===== config.mk =====
export PLATFORM = sky130hd
export DESIGN_NAME = cartridge_bank_mapper_top
export DESIGN_NICKNAME = d
export VERILOG_FILES = /design/src/sv/cbm_pkg.sv /design/src/sv/cbm_update.sv /design/src/sv/cartridge_bank_mapper_top.sv
export SDC_FILE = /design/constraint.sdc
export NUM_CORES = 1
export LEC_CHECK = 0
export CELL_PAD_IN_SITES_DETAIL_PLACEMENT = 1
export CELL_PAD_IN_SITES_GLOBAL_PLACEMENT = 2
export CORE_UTILIZATION = 42
export DETAILED_ROUTE_END_ITERATION = 7
export DONT_BUFFER_PORTS = 1
export GPL_ROUTABILITY_DRIVEN = 0
export PLACE_DENSITY_LB_ADDON = 0.1
export RECOVER_POWER = 50
export SYNTH_ARGS = -nofsm -noshare
export SYNTH_HDL_FRONTEND = slang
export SYNTH_SLANG_ARGS = --single-unit
export TNS_END_PERCENT = 100

===== constraint.sdc =====
create_clock -name clk -period 3.45 [get_ports clk]
set_input_delay 0.345 -clock clk [delete_from_list [all_inputs] [get_ports clk]]
set_output_delay 0.345 -clock clk [all_outputs]
set_load 0.005 [all_outputs]

===== src/sv/cbm_pkg.sv =====
package cbm_pkg;

	localparam int unsigned SERIAL_LEN = 5;

	typedef enum logic [1:0] {
		FUNC_LOAD      = 2'd0,
		FUNC_WRITE     = 2'd1,
		FUNC_TRANSLATE = 2'd2,
		FUNC_SPARE     = 2'd3
	} func_t;

	localparam logic [3:0] MAPPER_SERIAL = 4'd1;
	localparam logic [3:0] MAPPER_PRG    = 4'd2;
	localparam logic [3:0] MAPPER_CHR    = 4'd3;
	localparam logic [3:0] MAPPER_PRG32  = 4'd7;

	localparam logic [1:0] CFG_MAPPER_NUMBER  = 2'd0;
	localparam logic [1:0] CFG_PRG_BANK_COUNT = 2'd1;
	localparam logic [1:0] CFG_CHR_BANK_COUNT = 2'd2;
	localparam logic [1:0] CFG_VERT_MIRROR    = 2'd3;

	localparam logic [1:0] MIRROR_SINGLE0    = 2'd0;
	localparam logic [1:0] MIRROR_SINGLE1    = 2'd1;
	localparam logic [1:0] MIRROR_VERTICAL   = 2'd2;
	localparam logic [1:0] MIRROR_HORIZONTAL = 2'd3;

	localparam logic [2:0] SERIAL_COUNT_RESET = 3'(SERIAL_LEN);
	localparam logic [4:0] SERIAL_RESET_BITS  = 5'b01100;

	typedef struct packed {
		logic [3:0] mapper_number;
		logic [7:0] prg_bank_count;
		logic [7:0] chr_bank_count;
		logic       vertical_mirroring;
	} cfg_t;

	typedef struct packed {
		func_t       func;
		logic [15:0] cpu_addr;
		logic [7:0]  write_data;
		logic [13:0] video_addr;
	} item_t;

	typedef struct packed {
		logic [10:0] nametable_index;
		logic [1:0]  mirror_mode;
		logic [19:0] chr_offset;
		logic [21:0] prg_offset;
	} result_t;

	typedef struct packed {
		logic [7:0] prg_sel0;
		logic [7:0] prg_sel1;
		logic [7:0] chr_sel0;
		logic [7:0] chr_sel1;
		logic [1:0] mirroring;
		logic [4:0] serial_shift;
		logic [2:0] serial_count;
		logic [4:0] serial_control;
		logic [4:0] serial_chr_low;
		logic [4:0] serial_chr_high;
		logic [4:0] serial_prg;
	} bank_state_t;

	localparam bank_state_t BANK_STATE_RESET = '{
		prg_sel0:        8'd0,
		prg_sel1:        8'd0,
		chr_sel0:        8'd0,
		chr_sel1:        8'd0,
		mirroring:       2'd0,
		serial_shift:    5'd0,
		serial_count:    SERIAL_COUNT_RESET,
		serial_control:  5'd0,
		serial_chr_low:  5'd0,
		serial_chr_high: 5'd0,
		serial_prg:      5'd0
	};

endpackage


===== src/sv/cbm_update.sv =====
module cbm_update import cbm_pkg::*; (
	input  cfg_t        cfg,
	input  bank_state_t state,
	input  item_t       item,
	output bank_state_t state_next,
	output result_t     result
);

	function automatic bank_state_t serial_banks(bank_state_t s, logic [7:0] prg_count);
		bank_state_t r;
		r = s;
		if (s.serial_control[4]) begin
			r.chr_sel0 = {3'b000, s.serial_chr_low};
			r.chr_sel1 = {3'b000, s.serial_chr_high};
		end else begin
			r.chr_sel0 = {3'b000, s.serial_chr_low[4:1], 1'b0};
			r.chr_sel1 = {3'b000, s.serial_chr_low[4:1], 1'b1};
		end
		case (s.serial_control[3:2])
			2'd2: begin
				r.prg_sel0 = 8'd0;
				r.prg_sel1 = {3'b000, s.serial_prg};
			end
			2'd3: begin
				r.prg_sel0 = {3'b000, s.serial_prg};
				r.prg_sel1 = prg_count - 8'd1;
			end
			default: begin
				r.prg_sel0 = {3'b000, s.serial_prg[4:1], 1'b0};
				r.prg_sel1 = {3'b000, s.serial_prg[4:1], 1'b1};
			end
		endcase
		return r;
	endfunction

	bank_state_t ns;
	bank_state_t ser;
	logic [4:0]  shift_new;
	logic [2:0]  count_new;
	logic [7:0]  chr_count;
	logic [7:0]  prg_pick;
	logic [7:0]  chr_pick;

	always_comb begin
		ser       = state;
		shift_new = {item.write_data[0], state.serial_shift[4:1]};
		count_new = state.serial_count - 3'd1;
		if (item.write_data[7]) begin
			ser.serial_count   = SERIAL_COUNT_RESET;
			ser.serial_shift   = 5'd0;
			ser.serial_control = state.serial_control | SERIAL_RESET_BITS;
			ser                = serial_banks(ser, cfg.prg_bank_count);
		end else if (count_new != 3'd0) begin
			ser.serial_shift = shift_new;
			ser.serial_count = count_new;
		end else begin
			ser.serial_count = SERIAL_COUNT_RESET;
			ser.serial_shift = 5'd0;
			case (item.cpu_addr[14:13])
				2'd0: begin
					ser.serial_control = shift_new;
					ser.mirroring      = shift_new[1:0];
				end
				2'd1:    ser.serial_chr_low  = shift_new;
				2'd2:    ser.serial_chr_high = shift_new;
				default: ser.serial_prg      = shift_new;
			endcase
			ser = serial_banks(ser, cfg.prg_bank_count);
		end
	end

	always_comb begin
		ns        = state;
		chr_count = (cfg.chr_bank_count == 8'd0) ? 8'd1 : cfg.chr_bank_count;
		case (item.func)
			FUNC_LOAD: begin
				ns.prg_sel0  = 8'd0;
				ns.prg_sel1  = cfg.prg_bank_count - 8'd1;
				ns.chr_sel0  = 8'd0;
				ns.chr_sel1  = {chr_count[6:0], 1'b0} - 8'd1;
				ns.mirroring = cfg.vertical_mirroring ? MIRROR_VERTICAL : MIRROR_HORIZONTAL;
			end
			FUNC_WRITE: begin
				if (item.cpu_addr[15]) begin
					unique case (cfg.mapper_number)
						MAPPER_PRG32: begin
							ns.mirroring = {1'b0, item.write_data[4]};
							ns.prg_sel0  = {4'd0, item.write_data[2:0], 1'b0};
							ns.prg_sel1  = {4'd0, item.write_data[2:0], 1'b1};
						end
						MAPPER_CHR: begin
							ns.chr_sel0 = {5'd0, item.write_data[1:0], 1'b0};
							ns.chr_sel1 = {5'd0, item.write_data[1:0], 1'b1};
						end
						MAPPER_PRG: ns.prg_sel0 = {3'b000, item.write_data[4:0]};
						MAPPER_SERIAL: ns = ser;
						default: ns = state;
					endcase
				end
			end
			default: ns = state;
		endcase
	end

	assign prg_pick = item.cpu_addr[14] ? ns.prg_sel1 : ns.prg_sel0;
	assign chr_pick = item.video_addr[12] ? ns.chr_sel1 : ns.chr_sel0;

	always_comb begin
		result.prg_offset  = {prg_pick, item.cpu_addr[13:0]};
		result.chr_offset  = item.video_addr[13] ? 20'd0 : {chr_pick, item.video_addr[11:0]};
		result.mirror_mode = ns.mirroring;
		case (ns.mirroring)
			MIRROR_SINGLE0:  result.nametable_index = {1'b0, item.video_addr[9:0]};
			MIRROR_SINGLE1:  result.nametable_index = {1'b1, item.video_addr[9:0]};
			MIRROR_VERTICAL: result.nametable_index = item.video_addr[10:0];
			default:         result.nametable_index = {item.video_addr[11], item.video_addr[9:0]};
		endcase
	end

	assign state_next = ns;

endmodule


===== src/sv/cartridge_bank_mapper_top.sv =====
// A word accepted into the input register has its result word registered in the result register
// at the first edge that finds the result register free.
// One word per cycle while m_tready is high; an input register and the result register part the two sides.
// Reset (arst_n low, asynchronous) clears both valid flags, loads the register defaults and sets
// the bank state to zero with the serial count at five.
module cartridge_bank_mapper_top import cbm_pkg::*; (
	input  logic        clk,
	input  logic        arst_n,
	input  logic        cfg_we,
	input  logic [1:0]  cfg_index,
	input  logic [7:0]  cfg_data,
	input  logic        s_tvalid,
	output logic        s_tready,
	// Fields from bit 0: func, cpu_addr, write_data, video_addr.
	input  logic [39:0] s_tdata,
	output logic        m_tvalid,
	input  logic        m_tready,
	// Fields from bit 0: prg_offset, chr_offset, nametable_index, mirror_mode, zero fill.
	output logic [55:0] m_tdata
);

	cfg_t        cfg_q;
	bank_state_t state_q;
	bank_state_t state_next;
	item_t       item_s1;
	logic        valid_s1;
	result_t     result;
	result_t     result_q;
	logic        out_valid_q;
	logic        advance;
	item_t       item_in;

	assign item_in.func       = func_t'(s_tdata[1:0]);
	assign item_in.cpu_addr   = s_tdata[17:2];
	assign item_in.write_data = s_tdata[25:18];
	assign item_in.video_addr = s_tdata[39:26];

	assign advance  = valid_s1 && (!out_valid_q || m_tready);
	assign s_tready = !valid_s1 || advance;

	cbm_update u_update (
		.cfg        (cfg_q),
		.state      (state_q),
		.item       (item_s1),
		.state_next (state_next),
		.result     (result)
	);

	always_ff @(posedge clk or negedge arst_n) begin
		if (!arst_n) begin
			cfg_q.mapper_number      <= 4'd0;
			cfg_q.prg_bank_count     <= 8'd2;
			cfg_q.chr_bank_count     <= 8'd1;
			cfg_q.vertical_mirroring <= 1'b0;
		end else if (cfg_we) begin
			unique case (cfg_index)
				CFG_MAPPER_NUMBER:  cfg_q.mapper_number      <= cfg_data[3:0];
				CFG_PRG_BANK_COUNT: cfg_q.prg_bank_count     <= cfg_data;
				CFG_CHR_BANK_COUNT: cfg_q.chr_bank_count     <= cfg_data;
				CFG_VERT_MIRROR:    cfg_q.vertical_mirroring <= cfg_data[0];
				default: ;
			endcase
		end
	end

	always_ff @(posedge clk or negedge arst_n) begin
		if (!arst_n) begin
			state_q <= BANK_STATE_RESET;
		end else if (advance) begin
			state_q <= state_next;
		end
	end

	always_ff @(posedge clk or negedge arst_n) begin
		if (!arst_n) begin
			valid_s1    <= 1'b0;
			out_valid_q <= 1'b0;
		end else begin
			if (s_tready) begin
				valid_s1 <= s_tvalid;
			end
			if (advance) begin
				out_valid_q <= 1'b1;
			end else if (m_tready) begin
				out_valid_q <= 1'b0;
			end
		end
	end

	always_ff @(posedge clk) begin
		if (s_tvalid && s_tready) begin
			item_s1 <= item_in;
		end
		if (advance) begin
			result_q <= result;
		end
	end

	assign m_tvalid = out_valid_q;
	assign m_tdata  = {1'b0, result_q.mirror_mode, result_q.nametable_index,
		result_q.chr_offset, result_q.prg_offset};

endmodule


-- Yosys cells after proc, flatten, opt, wreduce, memory -nomap -nowiden
Cells that the tools add are included.
- logic and storage cells: 98
- input port bits: 55
- bits in registers: 180
- RAM bits: 0
- bits in latches: 0
- ROM bits: 0
- memories kept: 0
- order comparisons: 0
- multiply operators: 0
- shifts and indexed selects: 0
- div/mod/pow operators: 0
- reductions and logical operators: 23
- add/subtract/negate cells: 3
- bitwise logic cells: 2
- multiplexer cells: 28
- equal/unequal tests: 15
- operators with widths (operator ; number):
    $mux 62 ; 2
    $pmux 34 s2 ; 1
    $mux 34 ; 1
    $pmux 11 s3 ; 1
    $pmux 16 s2 ; 1
    $mux 5 ; 6
    $mux 28 ; 1
    $pmux 13 s2 ; 1
    $mux 8 ; 3
    $pmux 8 s3 ; 1
    $mux 20 ; 1
    $mux 9 ; 2
    $pmux 8 s2 ; 1
    $sub 8x1->8 const B ; 2
    $eq 2x2->1 const B ; 6
    $eq 2x1->1 const B ; 4
    $eq 4x2->1 const B ; 2
    $logic_not 2->1 ; 4
    $logic_not 8->1 ; 1
    $reduce_and 2->1 ; 4
    $mux 7 ; 1
    $reduce_and 7->1 ; 1
    $reduce_and 6->1 ; 1
    $reduce_bool 3->1 ; 2
    15 further kinds ; 21

-- Longest topological paths before layout
Gate-level depths: netlist (run 1).
- depth in word-level cells: 13
- gate-level depth with buffers: 10
- gate-level depth less buffers: 10

-- Hierarchy
A second synthesis (run 1) with hierarchy kept.
- cells, all modules: 793
- area total of the unflattened synthesis: 9321.4 um^2
- modules (own cells, without submodules) (module ; instances ; area an instance (um^2) ; cells each):
    cartridge_bank_mapper_top ; 1 ; 6099.6 ; 282
    cbm_update ; 1 ; 3221.8 ; 511

-- Worst setup path after synthesis (run 1)
Ideal clock, no wire load.
- kind: reg-to-reg
- start point: reg out_valid_q (netlist: m_tvalid)
- end point: reg result_q, in the netlist m_tdata[0], enable pin
- slack: 556 ps
- setup time: 441 ps
- clock period less this slack: 2894 ps
- stages on the path, launching flop included: 5
- required time: 3009 ps
- arrival time: 2453 ps
- cell sequence: dfrtp_1 nand2b_1 nand2_1 clkinv_1 clkbuf_1
- word-level cells in the longest chain between the ends: 3
- ends and longest elaborated chain (element ; RTL line ; text):
    from (decl) ; cartridge_bank_mapper_top.sv:29 ; logic out_valid_q;
    from (signal assigned) ; cartridge_bank_mapper_top.sv:77 ; out_valid_q <= 1'b0;
    from (signal assigned) ; cartridge_bank_mapper_top.sv:83 ; out_valid_q <= 1'b1;
    from (signal assigned) ; cartridge_bank_mapper_top.sv:85 ; out_valid_q <= 1'b0;
    $logic_not 1->1 ; cartridge_bank_mapper_top.sv:38 ; assign advance = valid_s1 && (!out_valid_q || m_tready);
    $logic_or 1x1->1 ; cartridge_bank_mapper_top.sv:38 ;
    $logic_and 1x1->1 ; cartridge_bank_mapper_top.sv:38 ;
    named net advance ; cartridge_bank_mapper_top.sv:30 ; logic advance;
    to (signal assigned) ; cartridge_bank_mapper_top.sv:95 ; result_q <= result;
    to (decl) ; cartridge_bank_mapper_top.sv:28 ; result_t result_q;
The timed path passes the listed nets, and every way through them passes these cells.
A chain may end at the register's enable or synchronous reset.

-- Worst setup path after layout (run 1)
- start point: reg state_q[20] in the netlist's numbering
- end point: reg result_q, in the netlist m_tdata[35] (data pin)
- word-level cells in the longest chain between the ends: 8
- ends and longest elaborated chain (element ; RTL line ; text):
    from (decl) ; cartridge_bank_mapper_top.sv:23 ; bank_state_t state_q;
    from (signal assigned) ; cartridge_bank_mapper_top.sv:70 ; state_q <= state_next;
    $sub 3x1->3 ; cbm_update.sv:47 ; count_new = state.serial_count - 3'd1;
    $reduce_bool 3->1 ; cbm_update.sv:53 ; end else if (count_new != 3'd0) begin
    $mux 34 ; cbm_update.sv:53 ;
    $mux 62 ; cbm_update.sv:48 ; if (item.write_data[7]) begin
    $pmux 16 s2 ; cbm_update.sv:85 ; unique case (cfg.mapper_number)
    $mux 62 ; cbm_update.sv:84 ; if (item.cpu_addr[15]) begin
    $pmux 34 s2 ; cbm_update.sv:75 ; case (item.func)
    $mux 8 ; cbm_update.sv:106 ; assign chr_pick = item.video_addr[12] ? ns.chr_sel1 : ns.chr_sel0;
No other way between the ends.

==> out/metrics.yaml, run 1 <==
status:
  status: "complete, but fails checks"
  violations: "capacitance limit, slew limit"
yosys:
  netlist_area_sq_um: 8460
  synth_cells: 737
  seq_area_frac_synth_pct: 57.3
  ys_async_sr_fraction_pct: 46.9
  synth-xor-area-share_pct: 1.46
  yosysWarnings: 0
  synth_cell_types: 83
  synthFlopType: "edfxtp_1"
  synth_area_per_cell_sq_um: 11.5
  synth_edf_count: 93
  muxShareOfSynthArea_pct: 6.76
  synth_compound_area_share_pct: 16.3
  synth_fp_nets: 796
  ys_ff_latch: 175
  synth_top_family_by_area: "compound AO/OA/AOI/OAI gates"
  synth-simple-area-share_pct: 14.7
  synthAdderAreaFrac_pct: 0.591
timing:
  layout_worst_path_cycle_share_pct: 83.9
  relSlewSlack_pct: -47.1
  hold_viol: 0
  clock_skew_ps: 15.9
  finalSetupTns_ps: 0
  fin_ws_ps: 556
  max_freq_ghz: 0.346
  rsz0062_at_grt: "no"
  worst_pin_slew_ps: 2210
  slew_violations: 83
  layout_min_cycle_time_ps: 2890
  setup_viol_count_final: 0
global_routing:
  antenna_found_initial: 0
  track_usage_pct: 24.5
  grt_max_degree: 83
  grt_pass1_wl_mm: 37.8
  grt_overflow_total: 0
  grt_pass1_vias: 6624
drt:
  wl_per_cell_microns: 22.7
  wl_mm: 23.9
  ant_nets: 0
  drtPass1Iterations: 6
  via_per_inst: 5.95
  drt_iter0_drc: 312
  num_vias: 6270
  drc_errors: 0
finish:
  regArea_sq_um: 4850
  multi_input_area_sq_um: 3370
  layout_common_cells: "93 x edfxtp_1, 78 x dfrtp_1, 62 x nand2_1"
  area_growth_pct: 15.2
  antennaDiodeCount: 0
  drive_above_1_share_pct: 15.7
  nets: 834
  final_common_cell: "edfxtp_1"
  n_fill_cell: 2081
setup_path:
  critPathArrivalTime_ps: 3140
  path_class: "flop to flop"
  crit_required_ps: 3690
  critPathLaunchType: "flop"
  critPathMaxFanout: 10
  crit_path_end_kind: "flop"
pwr:
  p_leak_nw: 3.71
  power_density_nw_per_um2: 576
  ir_drop_mv: 0.327
cts:
  htreeDepth: 4
  cts-buffers-inserted: 17
  cts_sinks: 175
  postCtsSetupBuffers: 0
  worstSkewPairLatency_ps: 440
  post_cts_resized: 0
  clockBufferDepth: 2
  cts-root-buf: "clkbuf_16"
  clk_pin_slew_ps: 80
  tritoncts: "yes"
placed_design:
  hpwlAfterDp_mm: 16.6
  port_buffers: 0
  dp_slack_ps: 551
min_path:
  hp-class: "input port to flop"
floorplanning:
  rows: 51
  io_pins: 113
  dieArea_sq_um: 20700
  die_h_microns: 144
  core_area_sq_um: 19600
  chipWidth_microns: 144
  start_util_pct: 43.2
job:
  drv_cap: 1
==> synth_stat cells (13+ instances only) <==
| cell | number | area [sq um] |
|---|---|---|
| inv_1 | 16 | 60.1 |
| clkbuf_1 | 25 | 93.8 |
| o21ai_0 | 42 | 210 |
| edfxtp_1 | 93 | 2790 |
| nand2_1 | 62 | 233 |
| a21oi_1 | 42 | 210 |
| nor3_1 | 19 | 95.1 |
| nor2b_1 | 16 | 100 |
| nand2b_1 | 17 | 106 |
| nor2_1 | 44 | 165 |
| nand3_1 | 13 | 65.1 |
| mux2_2 | 37 | 417 |
| dfrtp_1 | 78 | 1950 |
==> final timing paths <==
check,startpoint,endpoint,slack (ps),depth (start not counted)
max reg2reg,state_q[20]$_DFFE_PN1P_,m_tdata[35]$_SDFFCE_PP0P_,560,8
max in group asynchronous,arst_n,state_q[34]$_DFFE_PN0P_,1050,2
max,state_q[20]$_DFFE_PN1P_,m_tdata[35]$_SDFFCE_PP0P_,560,8
min in group asynchronous,arst_n,state_q[2]$_DFFE_PN0P_,1080,2
min,s_tvalid,valid_s1$_DFFE_PN0N_,20,1
min reg2reg,item_s1[30]$_DFFE_PP_,m_tdata[8]$_DFFE_PP_,420,0
==> critical path, stage by stage, from the launching register on <==
cell,delay [ps]
dfstp_2,530
inv_1,60
ha_1,300
xnor2_4,380
nand2_2,270
a2111oi_2,370
a2111oi_0,130
o32a_1,390
a311oi_1,270
==> registers in the layout (all words and copies together) (netlist names) <==
register	flops
item_s1	38
m_tdata	55
cfg_q	21
state_q	59
m_tvalid	1
valid_s1	1
==> final cells by class <==
| class | count | share of cell area, % |
|---|---|---|
| repair buffers | 59 | 5.52 |
| multi-input cells | 505 | 34.6 |
| flip-flops and latches | 175 | 49.8 |
| clock buffers | 17 | 4.36 |
| clock inverters | 15 | 1.71 |
| inverters | 17 | 0.668 |
| well taps | 265 | 3.40 |
==> metal layers <==
metal	wire (microns)	global-route usage [%]	vias to the layer above
li1	-	-	2843
met1	10800	32.2	3205
met2	11600	40.5	185
met3	915	3.43	37
met4	590	10.4	0
met5	0	0	-
==> power breakdown <==
group | total (W) | internal (W) | switching, W
Sequential | 0.00273 | 0.00248 | 0.000248
Clock | 0.00194 | 0.00103 | 0.000912
Combinational | 0.000943 | 0.000380 | 0.000563
Total | 0.00561 | 0.00389 | 0.00172
==> kinds of logic after synthesis <==
family,count (synthesis)
buffers and inverters,57
other,1
adder cells (fa/ha/maj),4
flip-flops,175
AO/OA/AOI/OAI,203
multiplexers,50
AND/OR/NAND/NOR,235
XOR/XNOR,12
==> through the flow <==
step           total power, W  util (%)  cells  hold slack [ps]  area [sq um]
2_1_floorplan         0.00332         -    737             49.4          8460
3_3_place_gp          0.00360      44.7    981             53.7          8760
3_5_place_dp          0.00365      44.7    981             52.8          8760
4_1_cts               0.00566      49.9   1053             5.49          9770
5_1_grt               0.00587      49.8   1053             6.16          9750
6_report              0.00561      49.8   1053             16.6          9750
==> timing repair <==
action | 4_1_cts | 5_1_grt
hold buffers | 40 | 0
endpoints found under the setup margin | 0 | 0
hold endpoints to repair | 120 | 0
No activity file was read; power rests on OpenSTA's default activity.
==> inputs of run 2 (changes only) <==
- ABC_AREA: unset -> 1
- CORE_UTILIZATION: 42 -> 35
- clock period: 3.45 -> 2.47 ns (I/O delays scaled with it)
==> run 2 against run 1 <==
The run now ends clean; utilization shrank 6.6 points; non-clock buffer count rose by 29; design area is 4.6% higher; total power increased by 59%; synthesized cell count up 32%; register-to-register slack worse by 340 ps; sequential share of layout area is 2.2 points lower; flip-flop and latch count did not move; clock power increased by 47%; synthesized area about the same; via count increased by 8.1%; critical path type unchanged.
==> out/metrics.yaml, run 2 <==
pwr:
  ir_drop_mv: 0.342  # +4.7%
  p_leak_nw: 4.59  # +24%
  power_density_nw_per_um2: 875  # +52%
setup_path:
  max_stage_delay_ps: 500  # -30 ps
  crit_top_cell: "nand2_1"
  critPathMaxFanout: 8  # -2
  critPathArrivalTime_ps: 2460  # -680 ps
  crit_chain: "nor2_2 -> nand2_1 -> nand2_1 -> nand2_1 -> buf_4 -> nand2_1 -> nand3_1 -> nand2_1 -> nand2_1 -> nand2_1 -> nand3_1 -> nand2_1 -> nand2_1"
  r2r-start: "item_s1[35]$_DFFE_PP_"
  crit_path_end_kind: "flop"
  rr_endpoint: "m_tdata[18]$_DFFE_PP_"
  path_class: "flop to flop"
  reg2regPathDepth: 13  # +5
  critPathLaunchType: "flop"
  slowest_stage: "edfxtp_1"
  crit_required_ps: 2670  # -1020 ps
  rrSetupSlack_ps: 210  # -340 ps
cts:
  cts-root-buf: "clkbuf_16"
  clk_pin_slew_ps: 80  # about the same
  worstSkewPairLatency_ps: 450  # about the same
  clockBufferDepth: 2  # unchanged
  cts-buffers-inserted: 17  # unchanged
  postCtsSetupBuffers: 0  # unchanged
  cts_sinks: 175  # unchanged
  htreeDepth: 4  # unchanged
  tritoncts: "yes"
timing:
  relSlewSlack_pct: 13.0  # +60 points
  setup_viol_count_final: 0  # unchanged
  slew_violations: 0  # -100%
  clock_skew_ps: 14.1  # -1.73 ps
  layout_worst_path_cycle_share_pct: 91.4  # +7.5 points
  max_freq_ghz: 0.443  # +28%
  worst_pin_slew_ps: 1310  # -902 ps
  layout_min_cycle_time_ps: 2260  # -636 ps
  rsz0062_at_grt: "no"
  hold_viol: 0  # unchanged
  whs_ps: 35.8  # +19.2 ps
  finalSetupTns_ps: 0  # unchanged
min_path:
  worstHoldPathCells: 2  # +1
  hp-class: "input port to flop"
  hp-start: "cfg_data[2]"
  min_to: "cfg_q[11]$_DFFE_PN0P_"
drt:
  drc_errors: 0  # unchanged
  wl_per_cell_microns: 18.9  # -17%
  drt_iter0_drc: 445  # +43%
  via_per_inst: 4.88  # -18%
  ant_nets: 0  # unchanged
  wl_mm: 26.3  # +10%
  drtPass1Iterations: 5  # -1
  num_vias: 6777  # +8.1%
yosys:
  ys_async_sr_fraction_pct: 46.9  # unchanged
  synthFlopType: "edfxtp_1"
  synth_fp_nets: 1035  # +30%
  synth_most_common_cell: "nand2_1"
  synth_top_area_share_pct: 33.0  # about the same
  synth_largest_area_cell: "edfxtp_1"
  synth_cells: 976  # +32%
  ys_ff_latch: 175  # unchanged
  seq_area_frac_synth_pct: 57.4  # about the same
  synth_edf_count: 93  # unchanged
  netlist_area_sq_um: 8450  # about the same
  yosysWarnings: 0  # unchanged
  ys_top_cells_by_count: "307 x nand2_1, 116 x inv_1, 102 x o21ai_0, 93 x edfxtp_1, 83 x nor2_1"
  synth_cell_types: 38  # -54%
  synthTopCellsByArea: "edfxtp_1 33%, dfrtp_1 23%, nand2_1 14%"
  synth_area_per_cell_sq_um: 8.66  # -25%
placed_design:
  port_buffers: 0  # unchanged
  hpwlAfterDp_mm: 18.3  # +9.7%
floorplanning:
  rows: 56  # +9.8%
  dieArea_sq_um: 24800  # +20%
  chipWidth_microns: 157  # +9.4%
  core_area_sq_um: 23600  # +21%
  start_util_pct: 35.8  # -7.4 points
  io_pins: 113  # unchanged
  die_h_microns: 157  # +9.4%
global_routing:
  track_usage_pct: 22.4  # -2.1 points
  grt_pass1_wl_mm: 40.9  # +8.3%
  grt_overflow_total: 0  # unchanged
  grt_max_degree: 83  # unchanged
  antenna_found_initial: 0  # unchanged
  grt_pass1_vias: 7087  # +7.0%
finish:
  regMostFlops: "state_q"
  layout_common_cells: "304 x nand2_1, 114 x inv_1, 101 x o21ai_0"
  final_common_cell: "nand2_1"
  multi_input_area_sq_um: 3030  # -10%
  largest_reg_flops: 59  # unchanged
  drive_above_1_share_pct: 10.1  # -5.6 points
  regArea_sq_um: 4850  # unchanged
  nets: 1116  # +34%
  antennaDiodeCount: 0  # unchanged
  area_growth_pct: 20.5
  n_fill_cell: 2775  # +33%
status:
  status: "finished clean"
job:
  drv_cap: 0  # -1
-- run 2: changes by cell type after synthesis, sizes merged, moves of 30 or more --
| cell | before | now |
|---|---|---|
| nor2 | 45 | 87 |
| nand2 | 64 | 311 |
| nand3 | 14 | 57 |
| o21ai | 47 | 105 |
| mux2 | 42 | 12 |
| inv | 16 | 122 |
-- run 2: kinds of logic (layout without fill, tap and decap cells) --
| family | after synthesis | count (layout) | synth area share, % |
|---|---|---|---|
| adders and majority gates | 4 | 4 | 0.592 |
| and+or+nand+nor | 465 | 465 | 22.5 |
| buffers and inverters | 152 | 246 | 7.00 |
| AOI/OAI and AO/OA | 166 | 166 | 10.3 |
| muxes | 12 | 12 | 2.09 |
| DFF | 175 | 175 | 57.4 |
| xor gates and xnor gates | 1 | 1 | 0.104 |
| other | 1 | 1 | 0.0444 |
-- run 2: routing by layer --
layer  vias up  global-route usage, %  part of all wire (%)
met5         -                      0                     0
met4         0                   5.78                   1.3
met3        23                   3.19                   2.3
met2       109                   39.2                    51
met1      3309                   28.9                    45
li1       3336                      -                     -
-- run 2: worst max-delay path, delay by kind of cell (launching register included) --
| kind | cells | cell delay (ps) |
|---|---|---|
| buf+inv | 1 | 170 |
| simple gates | 12 | 1360 |
| flops | 1 | 500 |
-- run 2: cell type report --
class | count | area share, %
Clock buffer | 17 | 4.17
Clock inverter | 15 | 1.96
Multi-Input combinational cell | 649 | 29.7
Tap cell | 319 | 3.92
Timing Repair Buffer | 88 | 7.97
Inverter | 126 | 4.65
Sequential cell | 175 | 47.6
-- run 2: what timing repair did --
action | in CTS | in global routing
setup endpoints to repair | 0 | 25
hold endpoints to repair | 136 | 0
resized for setup | 0 | 8
hold buffers | 51 | 0
-- run 2: power breakdown --
| part | leakage (nW) | internal, W | total [W] | switching, W |
|---|---|---|---|---|
| Sequential | 1.94 | 0.00361 | 0.00394 | 0.000329 |
| Combinational | 2.36 | 0.000685 | 0.00211 | 0.00143 |
| Clock | 0.299 | 0.00140 | 0.00286 | 0.00146 |
| Total | 4.59 | 0.00570 | 0.00892 | 0.00322 |
-- run 2: how the worst max path moves through the flow --
| stage | endpoint | start |
|---|---|---|
| 2_1_floorplan | m_tdata[37]$_SDFFCE_PP0P_ | state_q[20]$_DFFE_PN1P_ |
| 3_3_place_gp | m_tdata[38]$_SDFFCE_PP0P_ | state_q[20]$_DFFE_PN1P_ |
| 3_5_place_dp | m_tdata[38]$_SDFFCE_PP0P_ | state_q[20]$_DFFE_PN1P_ |
| 4_1_cts | m_tdata[38]$_SDFFCE_PP0P_ | state_q[20]$_DFFE_PN1P_ |
| 5_1_grt | m_tdata[18]$_DFFE_PP_ | item_s1[35]$_DFFE_PP_ |
| 6_report | m_tdata[18]$_DFFE_PP_ | item_s1[35]$_DFFE_PP_ |
-- run 2: stage by stage --
stage          instance area, sq um  setup slack [ps]  util (%)  power, W  instances
2_1_floorplan                  8460               391         -   0.00519        976
3_3_place_gp                   9050               138      38.3   0.00598       1306
3_5_place_dp                   9050              87.6      38.3   0.00603       1306
4_1_cts                       10200              72.3      43.2   0.00902       1389
5_1_grt                       10200              4.12      43.2   0.00943       1389
6_report                      10200               212      43.2   0.00892       1389
